[config.mk]
export PLATFORM = sky130hd
export DESIGN_NAME = sensor_frame_receiver_unit
export DESIGN_NICKNAME = d
export VERILOG_FILES = /design/src/sfr_pkg.sv /design/src/sensor_frame_receiver_unit.sv
export SDC_FILE = /design/constraint.sdc
export NUM_CORES = 1
export LEC_CHECK = 0
export BUFFER_PORTS_ARGS = -buffer_cell sky130_fd_sc_hd__buf_4
export CAP_MARGIN = 20
export CELL_PAD_IN_SITES_DETAIL_PLACEMENT = 0
export CELL_PAD_IN_SITES_GLOBAL_PLACEMENT = 1
export CORE_ASPECT_RATIO = 0.7
export CORE_UTILIZATION = 53
export DETAILED_ROUTE_END_ITERATION = 7
export GPL_TIMING_DRIVEN = 0
export PLACE_DENSITY = 0.88
export SYNTH_ARGS = -nofsm -noshare
export SYNTH_HDL_FRONTEND = slang
export SYNTH_SLANG_ARGS = --single-unit
export TNS_END_PERCENT = 50
[constraint.sdc]
create_clock -name clk -period 4.3 [get_ports clk]
set_clock_uncertainty 0.15 [all_clocks]
set_input_delay 0.43 -clock clk [delete_from_list [all_inputs] [get_ports clk]]
set_output_delay 0.43 -clock clk [all_outputs]
set_load 0.01 [all_outputs]
[src/sfr_pkg.sv]
// Shared constants and types for the sensor frame receiver.
`default_nettype none
package sfr_pkg;
    localparam int BUFFER_BYTES = 256;
    localparam int CNT_W = $clog2(BUFFER_BYTES);

    localparam logic [7:0] START_BYTE = 8'hAA;
    localparam logic [7:0] CR_BYTE = 8'h0D;
    localparam logic [7:0] LF_BYTE = 8'h0A;

    localparam int FRAME_MIN = 38;
    localparam int SUM_SPAN = 36;
    localparam int CHK_HI_POS = 36;
    localparam int CHK_LO_POS = 37;
    localparam int PAYLOAD_LAST_POS = 30;

    // bytes 1..30 are kept as 15 big-endian words
    localparam int WORD_CNT = 15;
    localparam int CO2_WORD = 4;

    localparam logic [3:0] FIELD_BATT_STATUS = 4'd7;
    localparam logic [3:0] FIELD_BATT_LEVEL = 4'd8;
    localparam logic [3:0] FIELD_LAST = 4'd15;

    typedef logic [CNT_W-1:0] count_t;
    typedef logic [15:0] word_t;
endpackage
`default_nettype wire

[src/sensor_frame_receiver_unit.sv]
// Sensor frame receiver: byte-wise frame assembly, validation and field burst.
//
// Takes one serial byte per cycle on rx_byte. Bytes are dropped until 0xAA opens
// a frame; the frame closes on LF right after CR (3 or more bytes stored) and is
// checked for trimmed length >= 38, the 16-bit sum of bytes 0..35 against bytes
// 36..37, and a nonzero CO2 word. A good frame produces 16 output transactions
// (field_index 0..15, last_field on 15), one per cycle when out_stall is low.
// While those fields are moved from the frame word store into the output
// register, in_stall is high, and the stall lasts longer while out_stall holds
// the output. Otherwise one byte per cycle.
`default_nettype none
module sensor_frame_receiver_unit (
    input  wire                 clk,
    input  wire                 rst_n,
    input  wire                 in_valid,
    output logic                in_stall,
    input  wire  [7:0]          rx_byte,
    output logic                out_valid,
    input  wire                 out_stall,
    output logic [3:0]          field_index,
    output sfr_pkg::word_t      field_value,
    output logic                last_field
);
    import sfr_pkg::*;

    count_t count_reg, count_next;
    count_t clen_reg, clen_next;
    word_t  sum_reg, sum_next;
    word_t  chk_reg, chk_next;
    logic   prev_cr_reg, prev_cr_next;
    word_t  store_reg [WORD_CNT];

    logic       burst_reg, burst_next;
    logic [3:0] fcnt_reg, fcnt_next;

    logic       ov_reg, ov_next;
    logic [3:0] idx_reg;
    word_t      val_reg;
    logic       last_reg;

    logic       accept;
    logic       store_byte;
    logic       in_payload;
    count_t     pos_m1;
    logic [3:0] wr_word;
    logic       frame_end;
    logic       frame_good;
    logic       load;
    logic [3:0] rd_word;
    word_t      rd_data;
    word_t      fld_value;

    assign accept = in_valid && !in_stall;
    assign in_stall = burst_reg;

    // byte handling
    assign pos_m1 = count_reg - count_t'(1);
    assign wr_word = pos_m1[4:1];
    assign in_payload = (count_reg != '0) && (count_reg <= count_t'(PAYLOAD_LAST_POS));
    assign frame_end = (rx_byte == LF_BYTE) && (count_reg >= count_t'(2)) && prev_cr_reg;
    // the closing LF sits past byte 37, so the checks see registered state only
    assign frame_good = (clen_reg >= count_t'(FRAME_MIN)) && (sum_reg == chk_reg)
                        && (store_reg[CO2_WORD] != '0);

    always_comb
    begin
        count_next = count_reg;
        clen_next = clen_reg;
        sum_next = sum_reg;
        chk_next = chk_reg;
        prev_cr_next = prev_cr_reg;
        store_byte = 1'b0;
        burst_next = burst_reg;
        fcnt_next = fcnt_reg;
        if (accept && !(count_reg == '0 && rx_byte != START_BYTE))
        begin
            if (count_reg == count_t'(BUFFER_BYTES - 1))
            begin
                count_next = '0;
                clen_next = '0;
                sum_next = '0;
                prev_cr_next = 1'b0;
            end
            else if (frame_end)
            begin
                count_next = '0;
                clen_next = '0;
                sum_next = '0;
                prev_cr_next = 1'b0;
                if (frame_good)
                begin
                    burst_next = 1'b1;
                    fcnt_next = '0;
                end
            end
            else
            begin
                store_byte = in_payload;
                count_next = count_reg + count_t'(1);
                if (rx_byte != CR_BYTE && rx_byte != LF_BYTE)
                    clen_next = count_reg + count_t'(1);
                if (count_reg < count_t'(SUM_SPAN))
                    sum_next = sum_reg + {8'h00, rx_byte};
                if (count_reg == count_t'(CHK_HI_POS))
                    chk_next = {rx_byte, chk_reg[7:0]};
                if (count_reg == count_t'(CHK_LO_POS))
                    chk_next = {chk_reg[15:8], rx_byte};
                prev_cr_next = (rx_byte == CR_BYTE);
            end
        end
        if (load)
        begin
            fcnt_next = fcnt_reg + 4'd1;
            if (fcnt_reg == FIELD_LAST)
                burst_next = 1'b0;
        end
    end

    // field burst into the output register
    assign load = burst_reg && (!ov_reg || !out_stall);
    assign rd_word = (fcnt_reg <= FIELD_BATT_STATUS) ? fcnt_reg : fcnt_reg - 4'd1;
    assign rd_data = store_reg[rd_word];

    always_comb
    begin
        if (fcnt_reg == FIELD_BATT_STATUS)
            fld_value = {8'h00, rd_data[15:8]};
        else if (fcnt_reg == FIELD_BATT_LEVEL)
            fld_value = {8'h00, rd_data[7:0]};
        else
            fld_value = rd_data;
    end

    always_comb
    begin
        if (load)
            ov_next = 1'b1;
        else if (!out_stall)
            ov_next = 1'b0;
        else
            ov_next = ov_reg;
    end

    always_ff @(posedge clk or negedge rst_n)
    begin
        if (!rst_n)
        begin
            count_reg <= '0;
            clen_reg <= '0;
            sum_reg <= '0;
            prev_cr_reg <= 1'b0;
            burst_reg <= 1'b0;
            fcnt_reg <= '0;
            ov_reg <= 1'b0;
        end
        else
        begin
            count_reg <= count_next;
            clen_reg <= clen_next;
            sum_reg <= sum_next;
            prev_cr_reg <= prev_cr_next;
            burst_reg <= burst_next;
            fcnt_reg <= fcnt_next;
            ov_reg <= ov_next;
        end
    end

    always_ff @(posedge clk)
    begin
        chk_reg <= chk_next;
        if (store_byte)
        begin
            if (!pos_m1[0])
                store_reg[wr_word] <= {rx_byte, store_reg[wr_word][7:0]};
            else
                store_reg[wr_word] <= {store_reg[wr_word][15:8], rx_byte};
        end
        if (load)
        begin
            idx_reg <= fcnt_reg;
            val_reg <= fld_value;
            last_reg <= (fcnt_reg == FIELD_LAST);
        end
    end

    assign out_valid = ov_reg;
    assign field_index = idx_reg;
    assign field_value = val_reg;
    assign last_field = last_reg;
endmodule
`default_nettype wire

==> impl_metrics.yaml, run 1 <==
run_status:
  status: "finished clean"
critical_path:
  crit_path_start: "fcnt_reg[0]"
  endpoint: "field_value[1]"
  startpoint_type: "flip-flop"
  slowest_delay_ns: 0.66
  cp.arrival_ns: 4.45
  rr_endpoint: "field_value[1]"
  cp.required_ns: 4.59
  criticalPathCategory: "flip-flop to flip-flop"
  cp_max_fo: 10
  cp_cell_sequence: "buf_6, clkinvlp_4, buf_2, clkbuf_2, ha_1, buf_2, and2b_1, buf_4, a221oi_1, o311a_1, o21bai_1, a221oi_1, a211o_1"
  r2r_cells: 13
  slowest_stage: "a221oi_1"
  r2r-start: "fcnt_reg[0]"
  cp-end-kind: "flip-flop"
  reg2reg_slack_ns: 0.13
timing:
  maxSlewHeadroom: 0.3188
  drv_slew: 0
  max_freq_mhz: 240.0
  holdWs_ns: 0.1747
  period_needed_ns: 4.167
  setup_violations: 0
  worst_slew_pin_slew_ns: 1.015
  fin_ws_ns: 0.1328
  fin_crit_sh: 0.9691
  hold_viol: 0
grt:
  gr-usage-met1: 0.4243
  grt_pass1_wl_um: 56760
  use_met2: 0.3958
  grt_max_degree: 39
  use_met3: 0.06148
  grt_usage: 0.2752
  grt-ovfl-total: 0
  antenna_found_initial: 0
  grt_pass1_vias: 9482
  busiest_layer: "met1"
die:
  placeableCoreArea_sq_um: 26840
  floorplan.die.width_um: 200.1
  floorplan.initialDensity: 0.5422
  rows: 50
  die_h_um: 140.6
  io_pins: 35
  die_area_sq_um: 28140
cts:
  path_clk_slew_ns: 0.07
  htree_levels: 1
  cts_buffers: 31
  worstSkewPairLatency_ns: 0.58
  cts_tree: "built"
  root_buffer: "clkbuf_16"
  clock-sinks: 315
  cts_max_path_buffers: 3
logic_synthesis:
  yosys.area.top_type: "edfxtp_1"
  yosysTopAreaCellShare: 0.5716
  synth_area_leaders: "edfxtp_1, dfrtp_1, mux4_2, mux2i_1, a221oi_1"
  synth_nets: 1052
  synthArstFlopShare: 0.1206
  yosysWarningCount: 0
  synth_area_per_cell_sq_um: 14.21
  synth_edf_count: 277
  synthCells: 1024
  ys_types: 73
  ys.flop_type: "edfxtp_1"
  ys_seq_elements: 315
  syn_area_sq_um: 14550
  yosysSeqAreaShare: 0.6369
power:
  seqPwrFrac: 0.487
  p_int_w: 0.005444
  power_leakage_nw: 5.689
  p_clk_frac: 0.356
  swShare: 0.2734
  p_per_area_nw_per_um2: 458.1
  p_sw_w: 0.002048
  ir_drop_mv: 0.3797
  p_comb_frac: 0.157
cells_and_area:
  final_common_cell: "edfxtp_1"
  final_nets: 1124
  largest_reg_flops: 240
  layout_common_cells: "edfxtp_1, nor2_1, mux2i_1, nand2_1, a221oi_1"
  drive_gt1_frac: 0.1598
  final_util: 0.6094
  fin_cells: 1484
  insertedDiodeCount: 0
  area_growth_pct: 12.38
placement:
  io_buffers: 34
  dp_hpwl_um: 24860
  dp_slack_ns: -0.7339
  gp_congestion: 0.8907
  dp.cells: 1422
drt:
  ant_nets: 0
  wl_um: 37460
  drc_errors: 0
  vias: 9680
  wire_per_inst_um: 25.24
  via_per_inst: 6.523
  drt_iter0_markers: 1149
  dr.pass1.iters: 6
flow_run:
  cap_violations: 0
hold_path:
  hp-class: "primary input to flip-flop"
  hold_start: "rx_byte[5]"
[per-layer routing]
| layer | vias to the layer above | routed length (um) |
|---|---|---|
| met4 | 0 | 846 |
| met5 | - | 0 |
| met3 | 85 | 4192 |
| met1 | 4823 | 16150 |
| li1 | 4222 | - |
| met2 | 550 | 16270 |
[worst max-delay path, delay by kind of cell (launching register included)]
family,cells,cell delay [ns]
adder cells (fa/ha/maj),1,0.26
buffers and inverters,6,1.33
AO/OA/AOI/OAI,5,1.53
flip-flops,1,0.46
AND/OR/NAND/NOR,1,0.30
[cells by family after synthesis]
family                     synth area share
AOI/OAI and AO/OA                    0.1278
xor gates and xnor gates            0.02167
adders and majority gates           0.01427
buffers and inverters               0.02949
DFF                                  0.6369
muxes                               0.09148
and+or+nand+nor                     0.07832
[worst min path at each step]
stage                             to  slack [ns]  cells past startpoint
finish              store_reg[14][5]        0.17                      1
global route        store_reg[13][5]        0.18                      1
CTS                 store_reg[14][5]        0.17                      1
detailed placement    field_index[3]        0.28                      0
global placement      field_index[3]        0.28                      0
floorplan                clen_reg[1]       -0.02                      0
[power groups by stage]
stage                     clock network, W  registers (W)  logic [W]
after CTS                          0.00268        0.00365    0.00116
after floorplan                          0        0.00367   0.000834
after global placement                   0        0.00370    0.00112
after global routing               0.00280        0.00367    0.00130
after detailed placement                 0        0.00371    0.00115
final                              0.00267        0.00365    0.00117
[metrics by stage]
stage	cell area, sq um	TNS, ns	total power, W
floorplan	14550	0	0.004507
global placement	15260	-6.065	0.004822
detailed placement	15260	-7.242	0.004863
CTS	16290	-0.001648	0.007491
global route	16350	-0.01179	0.007767
finish	16350	0	0.007492
[timing repair]
| action | 4_1_cts | 5_1_grt |
|---|---|---|
| setup buffers | 1 | 0 |
| resized for setup | 9 | 9 |
| hold buffers | 2 | 0 |
| setup endpoints to repair | 16 | 16 |
| endpoints found under the hold margin | 39 | 0 |
[synth_stat cells, types with 7 or more instances]
library cell  instances
or3_1                 7
xor2_1               15
inv_1                26
clkbuf_1             22
a21o_1                9
o21ai_0              33
a211oi_1             27
mux4_2               29
nand2_1              52
nand3_1              17
a221oi_1             43
xnor2_1              21
buf_2                25
o221ai_1             17
a21oi_1              20
o31ai_1               7
nor4_1               10
nand4_1               7
dfrtp_1              38
a22o_1                8
o211ai_1              9
nand2b_1              7
edfxtp_1            277
nor3_1               12
mux2i_1              52
ha_1                 15
nor2_1               98
a221o_1               8
o21a_1                7
[area by class of cell]
type / count / area, sq um
Buffer: 62 / 341.6
Clock buffer: 36 / 794.5
Multi-Input combinational cell: 619 / 4876
Fill cell: 1992 / 10480
Timing Repair Buffer: 40 / 320.3
Sequential cell: 315 / 9269
Tap cell: 364 / 455.4
Inverter: 27 / 105.1
Clock inverter: 21 / 192.7
Power figures use the tool's default switching activity.
==> inputs of run 2 (changes only) <==
- CORE_UTILIZATION: 53 -> 51
- PLACE_DENSITY: 0.88 -> 0.85
==> run 2 against run 1 <==
Power barely moved. Sequential share of layout area barely moved. Sequential power barely moved. Hold slack got worse by 0.0082 ns. Wire length fell by 1.3%. Die area rose by 3.9%. Cell area barely moved. Combinational power barely moved. Final cell count rose by 0.40%. Count of clock-buffer cells in the layout rose by 1. Critical path type unchanged. Critical endpoint is now field_value[0].
==> impl_metrics.yaml, run 2 (synthesis gave the netlist of run 1 again) <==
run_status:
  status: "finished clean"
critical_path:
  cp.required_ns: 4.41
  path_depth: 13
  endpoint: "field_value[0]"
  r2r-start: "fcnt_reg[0]"
  criticalPathCategory: "flip-flop to flip-flop"
  cp_cell_sequence: "buf_4, clkinvlp_4, buf_2, clkbuf_2, ha_1, buf_2, nand3b_1, buf_2, nand2_4, clkbuf_4, mux4_2, mux2i_1, o221ai_1"
  cp.arrival_ns: 4.27
  reg2reg_slack_ns: 0.14
  cp_common_cell: "buf_2"
  cp_max_fo: 10
  slowest_delay_ns: 0.43
  cp-end-kind: "flip-flop"
  crit_path_start: "fcnt_reg[0]"
  r2r_cells: 13
  path_buf_inv: 7
  slowest_stage: "dfrtp_1"
  startpoint_type: "flip-flop"
  crit_family: "buffers and inverters"
  rr_endpoint: "field_value[0]"
power:
  p_per_area_nw_per_um2: 458.0
  ir_drop_mv: 0.4592
  p_clk_frac: 0.357
  power_leakage_nw: 5.693
  swShare: 0.2708
  p_comb_frac: 0.156
  p_sw_w: 0.002030
  seqPwrFrac: 0.486
  p_int_w: 0.005466
timing:
  worst_slew_pin_slew_ns: 1.137
  hold_viol: 0
  max_freq_mhz: 240.3
  drv_slew: 0
  maxSlewHeadroom: 0.2391
  fin_crit_sh: 0.9678
  period_needed_ns: 4.161
  rsz0062_at_grt: "false"
  tns_ns: 0
  setup_violations: 0
  fin_ws_ns: 0.1386
placement:
  gp_congestion: 0.9264
  place_area_sq_um: 15270
  io_buffers: 34
  dp_hpwl_um: 24710
  dp.cells: 1429
  dp_slack_ns: -0.7976
cells_and_area:
  final_common_cell: "edfxtp_1"
  insertedDiodeCount: 0
  layout_common_cells: "edfxtp_1, nor2_1, mux2i_1, nand2_1"
  final_util: 0.5855
  fin_cells: 1490
  fin_area_sq_um: 16370
  area_growth_pct: 12.46
  final_nets: 1125
  drive_gt1_frac: 0.1600
  fillCellCount: 2218
  largest_reg_flops: 240
grt:
  grt_pass1_wl_um: 55640
  grt-ovfl-total: 0
  antenna_found_initial: 0
  grt_pass1_vias: 9038
  grt_usage: 0.2581
  grt_max_degree: 39
die:
  floorplan.die.width_um: 203.9
  floorplan.initialDensity: 0.5207
  die_h_um: 143.3
  rows: 51
  io_pins: 35
  placeableCoreArea_sq_um: 27950
  die_area_sq_um: 29230
cts:
  cts_buffers: 30
  worstSkewPairLatency_ns: 0.57
  htree_levels: 1
  cts_tree: "built"
  root_buffer: "clkbuf_16"
  clock-sinks: 315
  cts_max_path_buffers: 3
  path_clk_slew_ns: 0.07
drt:
  wire_per_inst_um: 24.82
  ant_nets: 0
  wl_um: 36990
  vias: 9588
  via_per_inst: 6.435
  drc_errors: 0
  drt_iter0_markers: 1134
  dr.pass1.iters: 7
hold_path:
  hold_start: "rx_byte[4]"
  hp-class: "primary input to flip-flop"
flow_run:
  cap_violations: 0
run 2: changes by cell type in the layout (fill, tap and decap cells not counted), sizes merged:
cell,previous run,this run
buf,76,77
bufinv,3,4
clkbuf,60,62
clkinv,14,13
clkinvlp,3,1
inv,28,26
run 2: worst reg2reg max path, stage by stage (launching register included):
cell and delay [ns]:
dfrtp_1 0.43, buf_4 0.23, clkinvlp_4 0.15, buf_2 0.29, clkbuf_2 0.32, ha_1 0.20, buf_2 0.22, nand3b_1 0.19
buf_2 0.26, nand2_4 0.20, clkbuf_4 0.29, mux4_2 0.36, mux2i_1 0.31, o221ai_1 0.25
run 2: worst min-delay path by stage:
stage | endpoint | slack [ns] | depth (start not counted)
floorplan | clen_reg[1] | -0.02 | 0
finish | chk_reg[12] | 0.17 | 1
global route | chk_reg[12] | 0.16 | 1
global placement | sum_reg[11] | 0.29 | 1
detailed placement | sum_reg[11] | 0.29 | 1
CTS | chk_reg[12] | 0.14 | 1
run 2: metrics by stage:
stage	total power (W)	hold slack (ns)
5_1_grt	0.007774	0.1607
2_1_floorplan	0.004507	-0.01559
4_1_cts	0.007518	0.1425
3_3_place_gp	0.004827	0.2895
3_5_place_dp	0.004856	0.2950
6_report	0.007496	0.1665
run 2: power by group through the flow:
stage | clock, W | combinational, W | sequential, W
2_1_floorplan | 0 | 0.000834 | 0.00367
3_3_place_gp | 0 | 0.00112 | 0.00370
3_5_place_dp | 0 | 0.00115 | 0.00371
4_1_cts | 0.00271 | 0.00116 | 0.00365
5_1_grt | 0.00282 | 0.00129 | 0.00366
6_report | 0.00268 | 0.00117 | 0.00365
run 2: metal layers:
layer  routed length (um)  vias up  GRT usage
li1                     -     4214          -
met1                16590     4801     0.3966
met2                15760      505     0.3675
met3                 3756       68    0.06054
met4                  879        0    0.06411
met5                    0        -          0
run 2: area by class of cell:
cell class | instances | area, sq um | share of cell area
Sequential cell | 315 | 9269 | 0.5664
Multi-Input combinational cell | 619 | 4886 | 0.2985
Clock buffer | 37 | 777.0 | 0.04748
Tap cell | 371 | 464.2 | 0.02836
Buffer | 63 | 341.6 | 0.02087
Timing Repair Buffer | 41 | 317.8 | 0.01942
Clock inverter | 17 | 205.2 | 0.01254
Inverter | 27 | 105.1 | 0.006422
run 2: timing repair:
item                                    CTS  global route
setup buffers                             2             0
pin swaps                                 1             0
gates resized for setup                   5            17
endpoints found under the setup margin   16            15
hold buffers                              2             0
endpoints found under the hold margin    39             0
